<file path="config.mk">
export PLATFORM = sky130hd
export DESIGN_NAME = finger_pressure_trend_symbolizer_core_flat
export DESIGN_NICKNAME = d
export VERILOG_FILES = /design/src/hw/rtl/fpt_pkg.sv /design/src/hw/rtl/fpt_if.sv /design/src/hw/rtl/finger_pressure_trend_symbolizer_core.sv /design/src/flat_wrapper.sv
export SDC_FILE = /design/constraint.sdc
export NUM_CORES = 1
export LEC_CHECK = 0
export BUFFER_PORTS_ARGS = -buffer_cell sky130_fd_sc_hd__buf_4
export CORE_MARGIN = 4
export CORE_UTILIZATION = 26
export CTS_CLUSTER_DIAMETER = 100
export DETAILED_ROUTE_END_ITERATION = 12
export HOLD_SLACK_MARGIN = 0.1
export PLACE_DENSITY_LB_ADDON = 0.25
export SLEW_MARGIN = 10
export SYNTH_ARGS = -nofsm -noshare
export SYNTH_HDL_FRONTEND = slang
export SYNTH_SLANG_ARGS = --single-unit
</file>
<file path="constraint.sdc">
create_clock -name clk -period 30.9 [get_ports clk]
set_input_delay 1.545 -clock clk [delete_from_list [all_inputs] [get_ports clk]]
set_output_delay 1.545 -clock clk [all_outputs]
set_load 0.005 [all_outputs]
</file>
<file path="src/hw/rtl/fpt_pkg.sv">
package fpt_pkg;

  localparam int FINGERS   = 5;
  localparam int PRESS_W   = 10;
  localparam int IDX_W     = 3;
  localparam int LEN_W     = 5;
  localparam int WORD_W    = 32;
  localparam int RUN_W     = 4;
  localparam int SYM_SLOTS = WORD_W / 2;

  localparam logic [RUN_W-1:0] END_COUNT_RST = 4'd3;

  typedef logic [1:0] sym_t;

  localparam sym_t SYM_RISE   = 2'd0;
  localparam sym_t SYM_FALL   = 2'd1;
  localparam sym_t SYM_STEADY = 2'd2;
  localparam sym_t SYM_MASK   = 2'd3;

endpackage

</file>
<file path="src/hw/rtl/fpt_if.sv">
interface fpt_in_if;
  logic                       valid;
  logic                       ready;
  logic [fpt_pkg::PRESS_W-1:0] press_f0;
  logic [fpt_pkg::PRESS_W-1:0] press_f1;
  logic [fpt_pkg::PRESS_W-1:0] press_f2;
  logic [fpt_pkg::PRESS_W-1:0] press_f3;
  logic [fpt_pkg::PRESS_W-1:0] press_f4;

  modport source (output valid, press_f0, press_f1, press_f2, press_f3, press_f4,
                  input ready);
  modport sink   (input valid, press_f0, press_f1, press_f2, press_f3, press_f4,
                  output ready);
endinterface

interface fpt_out_if;
  logic                       valid;
  logic                       ready;
  logic [fpt_pkg::IDX_W-1:0]  finger_index;
  logic [fpt_pkg::LEN_W-1:0]  symbol_count;
  logic [fpt_pkg::WORD_W-1:0] symbol_word;
  logic                       overflowed;
  logic                       last_finger;

  modport source (output valid, finger_index, symbol_count, symbol_word, overflowed,
                  last_finger, input ready);
  modport sink   (input valid, finger_index, symbol_count, symbol_word, overflowed,
                  last_finger, output ready);
endinterface

interface fpt_cfg_if;
  logic                      valid;
  logic                      ready;
  logic [fpt_pkg::RUN_W-1:0] end_equal_count;

  modport source (output valid, end_equal_count, input ready);
  modport sink   (input valid, end_equal_count, output ready);
endinterface

</file>
<file path="src/hw/rtl/finger_pressure_trend_symbolizer_core.sv">
// channel  dir  beat
// in_ch    in   five finger pressures
// out_ch   out  one finger's symbol sequence, five beats per gesture end
// cfg      in   end_equal_count
//
// An input register, refilled as its packet advances, feeds per-finger compare
// and append logic that updates state and, on a gesture end, loads a five-entry
// result buffer, drained one beat per cycle while out_ch.ready is high; a packet
// ending a gesture waits in the input register only while a prior burst drains.
// Synchronous reset clears control and gesture state, sets end_equal_count to 3.
module finger_pressure_trend_symbolizer_core #(
  parameter int MAX_SYMBOLS = 16,
  parameter int PRESS_BITS  = 10
) (
  input  logic      clk,
  input  logic      rst,
  fpt_in_if.sink    in_ch,
  fpt_out_if.source out_ch,
  fpt_cfg_if.sink   cfg
);
  import fpt_pkg::*;

  localparam int CAP = (MAX_SYMBOLS > SYM_SLOTS) ? SYM_SLOTS : MAX_SYMBOLS;
  localparam logic [LEN_W-1:0] CAP_L  = LEN_W'(CAP);
  localparam logic [IDX_W-1:0] LAST_F = IDX_W'(FINGERS - 1);

  // input register
  logic                  s1_valid;
  logic [PRESS_BITS-1:0] s1_press [FINGERS];

  // gesture state
  logic [RUN_W-1:0]      end_count;
  logic                  primed;
  logic [PRESS_BITS-1:0] prev [FINGERS];
  logic [RUN_W-1:0]      run [FINGERS];
  logic [WORD_W-1:0]     store [FINGERS];
  logic [LEN_W-1:0]      len [FINGERS];
  logic                  ovf [FINGERS];

  // result buffer
  logic                  b_busy;
  logic [IDX_W-1:0]      b_idx;
  logic [LEN_W-1:0]      b_len [FINGERS];
  logic [WORD_W-1:0]     b_word [FINGERS];
  logic                  b_ovf [FINGERS];

  // next-state terms
  logic [RUN_W-1:0]      run_next [FINGERS];
  logic [WORD_W-1:0]     store_next [FINGERS];
  logic [LEN_W-1:0]      len_next [FINGERS];
  logic                  ovf_next [FINGERS];
  logic [LEN_W-1:0]      tlen [FINGERS];
  logic [WORD_W-1:0]     tword [FINGERS];
  sym_t                  sym [FINGERS];
  sym_t                  last_sym [FINGERS];
  logic                  push [FINGERS];
  logic [3:0]            last_pos [FINGERS];
  logic                  all_end;

  logic s1_end, s1_adv, out_take, burst_done, in_take;

  always_comb begin
    all_end = 1'b1;
    for (int f = 0; f < FINGERS; f++) begin
      run_next[f]   = run[f];
      store_next[f] = store[f];
      len_next[f]   = len[f];
      ovf_next[f]   = ovf[f];
      sym[f]        = SYM_STEADY;
      push[f]       = 1'b0;
      if (s1_press[f] < prev[f]) begin
        run_next[f] = '0;
        sym[f]      = SYM_FALL;
        push[f]     = 1'b1;
      end else if (s1_press[f] > prev[f]) begin
        run_next[f] = '0;
        sym[f]      = SYM_RISE;
        push[f]     = 1'b1;
      end else begin
        if (run[f] < end_count) begin
          run_next[f] = run[f] + 1'b1;
        end
        push[f] = (len[f] != '0);
      end
      last_pos[f] = len[f][3:0] - 1'b1;
      last_sym[f] = sym_t'(store[f] >> {last_pos[f], 1'b0});
      if (push[f] && !((len[f] != '0) && (last_sym[f] == sym[f]))) begin
        if (len[f] >= CAP_L) begin
          ovf_next[f] = 1'b1;
        end else begin
          store_next[f] = store[f] | (WORD_W'(sym[f]) << {len[f][3:0], 1'b0});
          len_next[f]   = len[f] + 1'b1;
        end
      end
      if (run_next[f] < end_count) begin
        all_end = 1'b0;
      end
      // drop the trailing symbol of sequences longer than one
      tlen[f]  = len_next[f];
      tword[f] = store_next[f];
      if (len_next[f] > LEN_W'(1)) begin
        tlen[f]  = len_next[f] - 1'b1;
        tword[f] = store_next[f] & ~(WORD_W'(SYM_MASK) << {tlen[f][3:0], 1'b0});
      end
    end
  end

  assign out_take   = b_busy && out_ch.ready;
  assign burst_done = out_take && (b_idx == LAST_F);
  assign s1_end     = s1_valid && primed && all_end;
  assign s1_adv     = s1_valid && (!s1_end || !b_busy || burst_done);
  assign in_take    = in_ch.valid && in_ch.ready;

  assign in_ch.ready = !s1_valid || s1_adv;
  assign cfg.ready   = 1'b1;

  assign out_ch.valid        = b_busy;
  assign out_ch.finger_index = b_idx;
  assign out_ch.symbol_count = b_len[b_idx];
  assign out_ch.symbol_word  = b_word[b_idx];
  assign out_ch.overflowed   = b_ovf[b_idx];
  assign out_ch.last_finger  = (b_idx == LAST_F);

  always_ff @(posedge clk) begin
    if (rst) begin
      s1_valid  <= 1'b0;
      end_count <= END_COUNT_RST;
      primed    <= 1'b0;
      b_busy    <= 1'b0;
      b_idx     <= '0;
      for (int f = 0; f < FINGERS; f++) begin
        prev[f]  <= '0;
        run[f]   <= '0;
        store[f] <= '0;
        len[f]   <= '0;
        ovf[f]   <= 1'b0;
      end
    end else begin
      if (cfg.valid && cfg.ready) begin
        end_count <= cfg.end_equal_count;
      end
      if (in_take) begin
        s1_valid <= 1'b1;
      end else if (s1_adv) begin
        s1_valid <= 1'b0;
      end
      if (s1_adv && s1_end) begin
        b_busy <= 1'b1;
        b_idx  <= '0;
      end else if (out_take) begin
        if (b_idx == LAST_F) begin
          b_busy <= 1'b0;
          b_idx  <= '0;
        end else begin
          b_idx <= b_idx + 1'b1;
        end
      end
      if (s1_adv) begin
        for (int f = 0; f < FINGERS; f++) begin
          prev[f] <= s1_press[f];
        end
        if (!primed) begin
          primed <= 1'b1;
        end else if (s1_end) begin
          primed <= 1'b0;
          for (int f = 0; f < FINGERS; f++) begin
            run[f]   <= '0;
            store[f] <= '0;
            len[f]   <= '0;
            ovf[f]   <= 1'b0;
          end
        end else begin
          for (int f = 0; f < FINGERS; f++) begin
            run[f]   <= run_next[f];
            store[f] <= store_next[f];
            len[f]   <= len_next[f];
            ovf[f]   <= ovf_next[f];
          end
        end
      end
    end
  end

  always_ff @(posedge clk) begin
    if (in_take) begin
      s1_press[0] <= PRESS_BITS'(in_ch.press_f0);
      s1_press[1] <= PRESS_BITS'(in_ch.press_f1);
      s1_press[2] <= PRESS_BITS'(in_ch.press_f2);
      s1_press[3] <= PRESS_BITS'(in_ch.press_f3);
      s1_press[4] <= PRESS_BITS'(in_ch.press_f4);
    end
    if (s1_adv && primed && s1_end) begin
      for (int f = 0; f < FINGERS; f++) begin
        b_len[f]  <= tlen[f];
        b_word[f] <= tword[f];
        b_ovf[f]  <= ovf_next[f];
      end
    end
  end

endmodule

</file>
<file path="src/flat_wrapper.sv">
// flat-port wrapper written by rule: the top's interface ports become plain ports
module finger_pressure_trend_symbolizer_core_flat import fpt_pkg::*;
#(
  parameter int MAX_SYMBOLS = 16,
  parameter int PRESS_BITS  = 10
)
  (clk, rst, in_ch_valid, in_ch_press_f0, in_ch_press_f1, in_ch_press_f2, in_ch_press_f3, in_ch_press_f4, in_ch_ready, out_ch_valid, out_ch_finger_index, out_ch_symbol_count, out_ch_symbol_word, out_ch_overflowed, out_ch_last_finger, out_ch_ready, cfg_valid, cfg_end_equal_count, cfg_ready);
  fpt_in_if in_ch_i ();
  fpt_out_if out_ch_i ();
  fpt_cfg_if cfg_i ();
  input  logic clk;
  input  logic rst;
  input wire logic [$bits(in_ch_i.valid)-1:0] in_ch_valid;
  input wire logic [$bits(in_ch_i.press_f0)-1:0] in_ch_press_f0;
  input wire logic [$bits(in_ch_i.press_f1)-1:0] in_ch_press_f1;
  input wire logic [$bits(in_ch_i.press_f2)-1:0] in_ch_press_f2;
  input wire logic [$bits(in_ch_i.press_f3)-1:0] in_ch_press_f3;
  input wire logic [$bits(in_ch_i.press_f4)-1:0] in_ch_press_f4;
  output wire logic [$bits(in_ch_i.ready)-1:0] in_ch_ready;
  output wire logic [$bits(out_ch_i.valid)-1:0] out_ch_valid;
  output wire logic [$bits(out_ch_i.finger_index)-1:0] out_ch_finger_index;
  output wire logic [$bits(out_ch_i.symbol_count)-1:0] out_ch_symbol_count;
  output wire logic [$bits(out_ch_i.symbol_word)-1:0] out_ch_symbol_word;
  output wire logic [$bits(out_ch_i.overflowed)-1:0] out_ch_overflowed;
  output wire logic [$bits(out_ch_i.last_finger)-1:0] out_ch_last_finger;
  input wire logic [$bits(out_ch_i.ready)-1:0] out_ch_ready;
  input wire logic [$bits(cfg_i.valid)-1:0] cfg_valid;
  input wire logic [$bits(cfg_i.end_equal_count)-1:0] cfg_end_equal_count;
  output wire logic [$bits(cfg_i.ready)-1:0] cfg_ready;
  assign in_ch_i.valid = in_ch_valid;
  assign in_ch_i.press_f0 = in_ch_press_f0;
  assign in_ch_i.press_f1 = in_ch_press_f1;
  assign in_ch_i.press_f2 = in_ch_press_f2;
  assign in_ch_i.press_f3 = in_ch_press_f3;
  assign in_ch_i.press_f4 = in_ch_press_f4;
  assign in_ch_ready = in_ch_i.ready;
  assign out_ch_valid = out_ch_i.valid;
  assign out_ch_finger_index = out_ch_i.finger_index;
  assign out_ch_symbol_count = out_ch_i.symbol_count;
  assign out_ch_symbol_word = out_ch_i.symbol_word;
  assign out_ch_overflowed = out_ch_i.overflowed;
  assign out_ch_last_finger = out_ch_i.last_finger;
  assign out_ch_i.ready = out_ch_ready;
  assign cfg_i.valid = cfg_valid;
  assign cfg_i.end_equal_count = cfg_end_equal_count;
  assign cfg_ready = cfg_i.ready;
  finger_pressure_trend_symbolizer_core #(.MAX_SYMBOLS(MAX_SYMBOLS), .PRESS_BITS(PRESS_BITS)) u_core (.clk(clk), .rst(rst), .in_ch(in_ch_i), .out_ch(out_ch_i), .cfg(cfg_i));
endmodule
</file>
; ---- Word level (Yosys, flattened, before mapping)
; Memory sizes are Yosys's and may differ from the RTL's. A register that Yosys moved wholly into a read port is not among the register bits.
; Index checks and enable logic that the tools add are counted.
[classes]
add_sub_neg = 21
magnitude_cmp = 30
n_eq_ne = 6
shifts = 15
n_mux = 157
n_bitwise = 60
reduce_logical = 40
[ops]
columns = op, count
row1 = $mux 32, 25
row2 = $and 32x32->32, 5
row3 = $not 32->32, 5
row4 = $or 32x32->32, 5
row5 = $shl 2x5->32, 5
row6 = $shl 2x5->32 const A, 5
row7 = $shr 32x5->2, 5
row8 = $mux 5, 25
row9 = $mux 4, 25
row10 = $mux 1, 60
row11 = $gt 10x10->1, 5
row12 = $lt 10x10->1, 5
row13 = $mux 10, 5
row14 = $or 1x1->1, 45
row15 = $lt 4x4->1, 10
row16 = $add 5x1->5 const B, 5
row17 = $ge 5x5->1 const B, 5
row18 = $gt 5x1->1 const B, 5
row19 = $reduce_bool 5->1, 5
row20 = $sub 5x1->5 const B, 5
row21 = $mux 3, 7
row22 = $add 4x1->4 const B, 5
row23 = $mux 2, 10
row24 = $sub 4x1->4 const B, 5
row25 = 9 further kinds, 42
[word_totals]
ff_bits = 10
ram_bits = 500
word_cells = 343
n_memories = 9
[memory_table]
columns = memory, words, word_bits, read_ports, rd_clocked_by_memory_dff, write_ports, line_no
row1 = u_core.b_word, 5, 32, 1, 1, 5, finger_pressure_trend_symbolizer_core.sv:44  ; logic [WORD_W-1:0] b_word [FINGERS];
row2 = u_core.store, 5, 32, 5, 0, 5, finger_pressure_trend_symbolizer_core.sv:36  ; logic [WORD_W-1:0] store [FINGERS];
row3 = u_core.prev, 5, 10, 5, 0, 5, finger_pressure_trend_symbolizer_core.sv:34  ; logic [PRESS_BITS-1:0] prev [FINGERS];
row4 = u_core.s1_press, 5, 10, 5, 0, 5, finger_pressure_trend_symbolizer_core.sv:29  ; logic [PRESS_BITS-1:0] s1_press [FINGERS];
row5 = u_core.b_len, 5, 5, 1, 1, 5, finger_pressure_trend_symbolizer_core.sv:43  ; logic [LEN_W-1:0] b_len [FINGERS];
row6 = u_core.len, 5, 5, 5, 0, 5, finger_pressure_trend_symbolizer_core.sv:37  ; logic [LEN_W-1:0] len [FINGERS];
row7 = +3 memories, --, --, --, --, --, --

; ---- Logic depth before layout (Yosys ltp)
; Gate-level depths: netlist of the first run.
; An unclocked memory read counts as a cell.
[logic_depth]
word_depth = 21
ltp_mapped = 21

; ---- Worst setup path before layout of the first run
; No wires, ideal clock.
[synth_path]
kind = flip-flop to flip-flop
from = memory u_core.s1_press[1][7], in the netlist u_core.s1_press[0][17]
to = memory u_core.b_len[0][0] (enable)
t_arrival_ns = 10.979
required_time_ns = 30.158
slack_ns = 19.178
stages_incl_launch_ff = 14
n_path_buf = 1
synth_period_minus_slack_ns = 11.722
path_cell_list = edfxtp_1 -> ha_1 -> a211oi_1 -> nor2_1 -> a2111oi_0 -> nand2b_1 -> clkbuf_1 -> nor2_1 -> ha_1 -> a211oi_1 -> o211a_1 -> a2111oi_2 -> nand2_1 -> nor2_1
[synth_rtl]
columns = element, line_no
row1 = "start, declared", finger_pressure_trend_symbolizer_core.sv:29
row2 = "end, declared", finger_pressure_trend_symbolizer_core.sv:43

==> results.sh, run 1 <==
export IMPL_status="complete, no violations"
export IMPL_grt_pass1_wl_mm=119
export IMPL_power_density_nw_per_um2=56.2
export IMPL_p_sw_share_pct=27.3
export IMPL_clk_transition_reported_paths_ns=0.06
export IMPL_slew_headroom_pct=21.2
export IMPL_post_cts_resized=0
export IMPL_seq_power_share_pct=45.9
export IMPL_antenna_found_initial=5
export IMPL_die_height_um=331
export IMPL_grt_setup_unrepaired="no"
export IMPL_area_growth_pct=15.5
export IMPL_drv_slew=0
export IMPL_tritoncts="built"
export IMPL_final_cell_mix="edfxtp_1 (500), nor2_1 (271), a21oi_1 (226)"
export IMPL_p_leak_nw=11.1
export IMPL_timing_rr_end="u_core.b_word[1][9]$_DFFE_PP_"
export IMPL_die_w_um=331
export IMPL_postLayoutCellArea_um2=31300
export IMPL_ys_seq_elements=513
export IMPL_path_buf_inv=2
export IMPL_hold_path_depth=2
export IMPL_ios=104
export IMPL_async_flop_share_pct=0
export IMPL_finClkSkew_ns=0.0450
export IMPL_numCtsBuffers=61
export IMPL_start_kind="flip-flop"
export IMPL_place_inst=3597
export IMPL_hold_buffers=0
export IMPL_finalWorstSetupSlack_ns=24.43
export IMPL_cts_root_buf="clkbuf_16"
export IMPL_dpl_worst_slack_ns=24.35
export IMPL_ys_flop_type="edfxtp_1"
export IMPL_arrival_ns=6.87
export IMPL_cp_end_kind="flip-flop"
export IMPL_ant_nets=0
export IMPL_clockBufferDepth=3
export IMPL_port_buffers=102
export IMPL_stdcell_count=3711
export IMPL_clk_latency_ns=0.65
export IMPL_overflow=0
export IMPL_worstPathCellList="clkinv_1, ha_1, mux4_2, mux2i_1, a32oi_1, o221ai_1, mux2_2, a21oi_1, nor2_1, buf_4, xnor2_1, ha_1, xor2_1, xnor2_1, nor2b_1, a31oi_1"
export IMPL_r2r_start="u_core.len[0][5]$_SDFFCE_PN0P_"
export IMPL_crit_path_start="u_core.len[0][5]$_SDFFCE_PN0P_"
export IMPL_hold_end="u_core.primed$_SDFFE_PP0N_"
export IMPL_holdWs_ns=0.497
export IMPL_dr_total_vias=18400
export IMPL_clock_tree_htree_level_count=2
export IMPL_cts_sinks=513
export IMPL_final_common_cell="edfxtp_1"
export IMPL_hold_viol_final=0
export IMPL_cts_setup_buffers=0
export IMPL_rrSetupSlack_ns=24.43
export IMPL_tns_ns=0
export IMPL_drt_wl_total_mm=80.1
export IMPL_rows=118
export IMPL_setup_violations_final=0
export IMPL_fin_crit_ns=6.47
export IMPL_cp_required_ns=31.30
export IMPL_ir_drop_mv=0.0433
export IMPL_drc=0
export IMPL_path_depth=16
export IMPL_path_max_fanout=21
export IMPL_place_gp_congestion=0.873
export IMPL_finalCritPeriodShare_pct=20.9
export IMPL_initial_utilization_pct=26.2
export IMPL_fillers=10400
export IMPL_pwr_share_comb_pct=13.7
export IMPL_power_internal_mw=1.28
export IMPL_maxCapViolations=0
export IMPL_worst_pin_slew_ns=1.18
export IMPL_path_class="reg2reg"
export IMPL_synth_cell_type_count=83
export IMPL_path_delay_family="XOR/XNOR gates"
export IMPL_grt_max_degree=187
export IMPL_max_freq_mhz=155
export IMPL_synth_fp_nets=2403
export IMPL_netlist_area_um2=27100
export IMPL_p_sw_mw=0.482
export IMPL_dpl_hpwl_mm=58.9
export IMPL_drt_iter0_markers=1664
export IMPL_grtUsageTotal_pct=14.3
export IMPL_slowest_delay_ns=0.80
export IMPL_grt_pass1_vias=18400
export IMPL_drive_above_1_share_pct=16.4
export IMPL_syn_avg_cell_area_um2=12.2
export IMPL_power_share_clock_pct=40.4
export IMPL_synthCells=2220
export IMPL_cpMaxStageDelayCell="edfxtp_1"
export IMPL_hp_class="reg2reg"
export IMPL_dpl_instance_area_um2=29400
export IMPL_dieArea_um2=110000
export IMPL_worstHoldStart="u_core.primed$_SDFFE_PP0N_"
export IMPL_fin_nets=2463
export IMPL_firstDrtPassIters=8
export IMPL_vias_per_cell=4.96
export IMPL_wl_per_cell_um=21.6
export IMPL_synth_edf_count=500
export IMPL_ys_seq_area_share_pct=56.3
export IMPL_rr_worst_depth=16
export IMPL_coreArea_um2=103000
export IMPL_yosys_warnings=0
==> metal layers <==
metal	routed length [um]	track usage, %
met5	27	0
met4	1930	3.78
met3	4780	2.44
met2	38400	23.9
met1	35000	19.4
==> worst max path at each step <==
stage	slack (ns)	endpoint
2_1_floorplan	19.18	u_core.b_len[0][0]$_DFFE_PP_
3_3_place_gp	24.40	u_core.store[0][100]$_SDFFCE_PN0P_
3_5_place_dp	24.35	u_core.store[0][103]$_SDFFCE_PN0P_
4_1_cts	24.35	u_core.store[0][110]$_SDFFCE_PN0P_
5_1_grt	23.85	u_core.b_word[0][11]$_DFFE_PP_
6_report	24.43	u_core.b_word[1][9]$_DFFE_PP_
==> power by group through the flow <==
stage | logic (mW) | clock network [mW] | registers (mW)
3_5_place_dp | 0.241 | 0 | 0.823
4_1_cts | 0.243 | 0.732 | 0.809
5_1_grt | 0.266 | 0.762 | 0.811
6_report | 0.242 | 0.711 | 0.809
2_1_floorplan | 0.174 | 0 | 0.816
3_3_place_gp | 0.238 | 0 | 0.823
==> cells in the mapped netlist (all sizes together) (14+ instances only) <==
cell | instances | area, um2
inv | 95 | 357
nand2 | 64 | 240
mux2 | 47 | 529
buf | 60 | 294
a21o | 28 | 210
a21oi | 227 | 1140
o21ai | 32 | 160
nor2 | 272 | 1020
ha | 124 | 1550
nand4 | 14 | 87.6
nand3 | 22 | 110
edfxtp | 500 | 15000
and3 | 15 | 93.8
and2 | 76 | 475
xor2 | 31 | 279
nand2b | 20 | 125
xnor2 | 42 | 375
a41oi | 15 | 131
mux4 | 74 | 1670
nor2b | 21 | 131
mux2i | 53 | 534
a31oi | 134 | 851
nor3 | 63 | 330
clkbuf | 68 | 255
==> worst reg2reg max path: cells and delay by family (launching register included) <==
family	cells	cell delay (ns)
and+or+nand+nor	2	0.28
buffers and inverters	2	0.69
adders and majority gates	2	1.07
xor gates and xnor gates	3	1.42
DFF	1	0.80
muxes	3	0.97
AOI/OAI and AO/OA	4	0.99
==> flip-flops by register name, indices dropped and copies added (netlist names), 3 cells and up, named ones only <==
name / count
u_core.b_word: 160
u_core.store: 160
u_core.prev: 50
u_core.s1_press: 50
u_core.b_len: 25
u_core.len: 25
u_core.run: 20
u_core.b_ovf: 5
u_core.ovf: 5
u_core.end_count: 4
u_core.out_ch.finger_index: 3
==> per-stage QoR <==
stage	utilization (%)	power [mW]
after floorplan	-	0.989
after global placement	28.4	1.06
after detailed placement	28.4	1.06
after CTS	30.3	1.78
after global routing	30.3	1.84
final	30.3	1.76
==> cells by family after synthesis <==
logic type,Yosys count,synth area share [%]
and+or+nand+nor,597,10.4
DFF,513,56.3
AOI/OAI and AO/OA,511,11.7
buffers and inverters,227,3.39
muxes,174,10.1
adders and majority gates,124,5.72
xor gates and xnor gates,73,2.41
other,1,0.0138
==> cell type report <==
class                      count  area (um2)  share of cell area (%)
multi-input combinational   1480       11000                    35.2
inverter                      99         372                    1.19
sequential                   513       15300                    48.7
tap                         1380        1730                    5.51
clock inverter                43         382                    1.22
timing repair buffer         125         951                    3.03
clock buffer                  70        1600                    5.11
antenna                        1        2.50                 0.00798
(Power assumes the default switching activity.)
==> run 2, diff against run 1 <==
ABC_AREA = 1   (was not set)
clock period = 5.85 ns   (was 30.9 ns; I/O delays follow)
==> run 2 against run 1 <==
Net effect: core utilization is 0.11 points lower; count of clock-buffer cells in the layout is 8 higher; wire length is 11% higher; synthesized cell count is 59% higher; hold slack worse by 0.31 ns; final cell count is 40% higher; power grew to 5.5 times the previous value; first-iteration DRC count is 23% higher; final area is 10% higher; sequential share of layout area is 4.5 points lower.
==> results.sh, run 2 <==
export IMPL_ys_top_cells_by_count="nor2_1 (645), inv_1 (625), nand2_1 (622), edfxtp_1 (500), nand3_1 (223)"
export IMPL_path_class="reg2reg"
export IMPL_cts_root_buf="clkbuf_16"
export IMPL_die_height_um=347
export IMPL_seq_power_share_pct=44.5
export IMPL_cpMaxStageDelayCell="nand3_4"
export IMPL_slowest_delay_ns=0.68
export IMPL_post_cts_resized=0
export IMPL_total_power_mw=9.63
export IMPL_path_delay_family="simple AND/OR/NAND/NOR gates"
export IMPL_netlist_area_um2=29900
export IMPL_reg_largest_list="u_core.b_word x160, u_core.store x160"
export IMPL_synth_edf_count=500
export IMPL_power_internal_mw=6.68
export IMPL_port_buffers=102
export IMPL_dpl_instance_area_um2=32200
export IMPL_dieArea_um2=121000
export IMPL_dr_total_vias=23500
export IMPL_firstDrtPassIters=5
export IMPL_place_inst=5036
export IMPL_dpl_hpwl_mm=65.1
export IMPL_arrival_ns=5.02
export IMPL_ys_flop_type="edfxtp_1"
export IMPL_p_leak_nw=15.6
export IMPL_wl_met1_mm=43.0
export IMPL_path_buf_inv=4
export IMPL_grt_pass1_vias=22700
export IMPL_synth_cell_type_count=47
export IMPL_dpl_worst_slack_ns=1.16
export IMPL_grtUsageTotal_pct=14.3
export IMPL_yosys_warnings=0
export IMPL_power_share_clock_pct=36.6
export IMPL_finClkSkew_ns=0.0322
export IMPL_synth_fp_nets=3709
export IMPL_ys_seq_elements=513
export IMPL_postLayoutCellArea_um2=34500
export IMPL_power_density_nw_per_um2=279
export IMPL_path_max_fanout=76
export IMPL_numCtsBuffers=59
export IMPL_hold_viol_final=0
export IMPL_max_freq_mhz=213
export IMPL_grt_pass1_wl_mm=136
export IMPL_stdcell_count=5198
export IMPL_grt_setup_unrepaired="no"
export IMPL_holdWs_ns=0.191
export IMPL_cts_sinks=513
export IMPL_ys_seq_area_share_pct=51.1
export IMPL_wl_per_cell_um=17.1
export IMPL_place_gp_congestion=0.889
export IMPL_ant_nets=0
export IMPL_p_sw_mw=2.95
export IMPL_drt_iter0_markers=2054
export IMPL_final_util_pct=30.2
export IMPL_initial_utilization_pct=26.2
export IMPL_maxCapViolations=0
export IMPL_drc=0
export IMPL_p_sw_share_pct=30.6
export IMPL_overflow=0
export IMPL_cp_end_kind="flip-flop"
export IMPL_ios=104
export IMPL_final_cell_mix="nor2_1 (645), nand2_1 (621), inv_1 (621)"
export IMPL_async_flop_share_pct=0
export IMPL_clk_transition_reported_paths_ns=0.06
export IMPL_clock_tree_htree_level_count=2
export IMPL_pwr_share_comb_pct=18.9
export IMPL_fin_nets=3825
export IMPL_drv_slew=0
export IMPL_antenna_found_initial=1
export IMPL_multi_input_area_um2=11400
export IMPL_cts_setup_buffers=0
export IMPL_drt_wl_total_mm=88.9
export IMPL_clk_latency_ns=0.64
export IMPL_rrSetupSlack_ns=1.15
export IMPL_setup_violations_final=0
export IMPL_status="complete, no violations"
export IMPL_synth_area_leader_cell="edfxtp_1"
export IMPL_drive_above_1_share_pct=10.8
export IMPL_start_kind="flip-flop"
export IMPL_vias_per_cell=4.52
export IMPL_fin_crit_ns=4.70
export IMPL_die_w_um=347
export IMPL_finalWorstSetupSlack_ns=1.15
export IMPL_final_common_cell="nor2_1"
export IMPL_clockBufferDepth=3
export IMPL_regArea_um2=15300
export IMPL_syn_avg_cell_area_um2=8.48
export IMPL_synth_top_area_share_pct=50.2
export IMPL_worstPathCellList="ha_1, nand2_1, nor2_1, nand3_1, nor2_1, nand2_2, inv_2, nand2_1, inv_1, ha_1, a21oi_1, nand2_1, inv_1, nor2_1, nand4_1, nand3_4, buf_12"
export IMPL_coreArea_um2=114000
export IMPL_cp_required_ns=6.18
export IMPL_dr_wl_met3_mm=4.61
export IMPL_synthCells=3526
export IMPL_fillers=12200
export IMPL_slew_headroom_pct=35.2
export IMPL_netlist_top_cells_area="edfxtp_1 (50%), nor2_1 (8.1%), inv_1 (7.8%)"
export IMPL_tns_ns=0
export IMPL_tritoncts="built"
export IMPL_ir_drop_mv=0.239
export IMPL_hp_class="in2reg"
export IMPL_area_growth_pct=15.3
export IMPL_route_met2_wl_mm=38.7
export IMPL_finalCritPeriodShare_pct=80.3
export IMPL_dr_max_layer_used="met4"
export IMPL_grt_max_degree=127
export IMPL_yosysMostFrequentCell="nor2_1"
export IMPL_worst_pin_slew_ns=0.962
export IMPL_rows=124
export IMPL_diodes=0
==> run 2: changes by cell type after synthesis, sizes merged, moves of 53 or more <==
| cell | before | now |
|---|---|---|
| nand2 | 64 | 675 |
| inv | 95 | 649 |
| nor2 | 272 | 682 |
| nand3 | 22 | 276 |
| a21oi | 227 | 102 |
| o21ai | 32 | 133 |
| and2 | 76 | 0 |
| mux4 | 74 | 0 |
| mux2i | 53 | 0 |
==> run 2: worst paths after layout <==
kind,start,end,cells after the start
setup / recovery,u_core.s1_press[0][45]$_DFFE_PP_,u_core.len[0][19]$_SDFFCE_PN0P_,17
setup reg to reg,u_core.s1_press[0][45]$_DFFE_PP_,u_core.len[0][19]$_SDFFCE_PN0P_,17
hold reg to reg,u_core.primed$_SDFFE_PP0N_,u_core.primed$_SDFFE_PP0N_,2
hold / removal,out_ch_ready,flip-flop,4
==> run 2: routing by layer <==
metal  up-vias  GRT usage, %
met4         0          4.42
li1      11600             -
met3       129          2.06
met1     11100          20.8
met5         -             0
met2       647          22.0
==> run 2: power groups by stage <==
stage / combinational, mW / clock (mW) / sequential (mW)
floorplan: 1.34 / 0 / 4.33
detailed placement: 1.79 / 0 / 4.37
finish: 1.82 / 3.52 / 4.29
global placement: 1.79 / 0 / 4.37
CTS: 1.83 / 3.64 / 4.29
global route: 2.04 / 3.79 / 4.30
==> run 2: tightest hold or removal path, stage by stage <==
cell and delay (ns):
buf_4 0.09, nand2_1 0.13, o21ai_0 0.19, nor2_1 0.06
==> run 2: cell families after synthesis <==
kind of cell,synth area share (%)
DFF,51.1
muxes,0.0753
buffers and inverters,10.8
other,0.0125
AOI/OAI and AO/OA,7.00
and+or+nand+nor,24.8
adders and majority gates,5.19
xor gates and xnor gates,1.08
==> run 2: what timing repair did <==
| action | 4_1_cts | 5_1_grt |
|---|---|---|
| setup endpoints to repair | 0 | 0 |
| hold endpoints to repair | 56 | 0 |
| hold buffers | 57 | 0 |
==> run 2: cell type report <==
| type | instances | area share, % |
|---|---|---|
| Inverter | 655 | 7.17 |
| Multi-Input combinational cell | 2225 | 33.1 |
| Clock buffer | 78 | 4.55 |
| Timing Repair Buffer | 188 | 4.79 |
| Sequential cell | 513 | 44.3 |
| Tap cell | 1512 | 5.48 |
| Clock inverter | 27 | 0.584 |
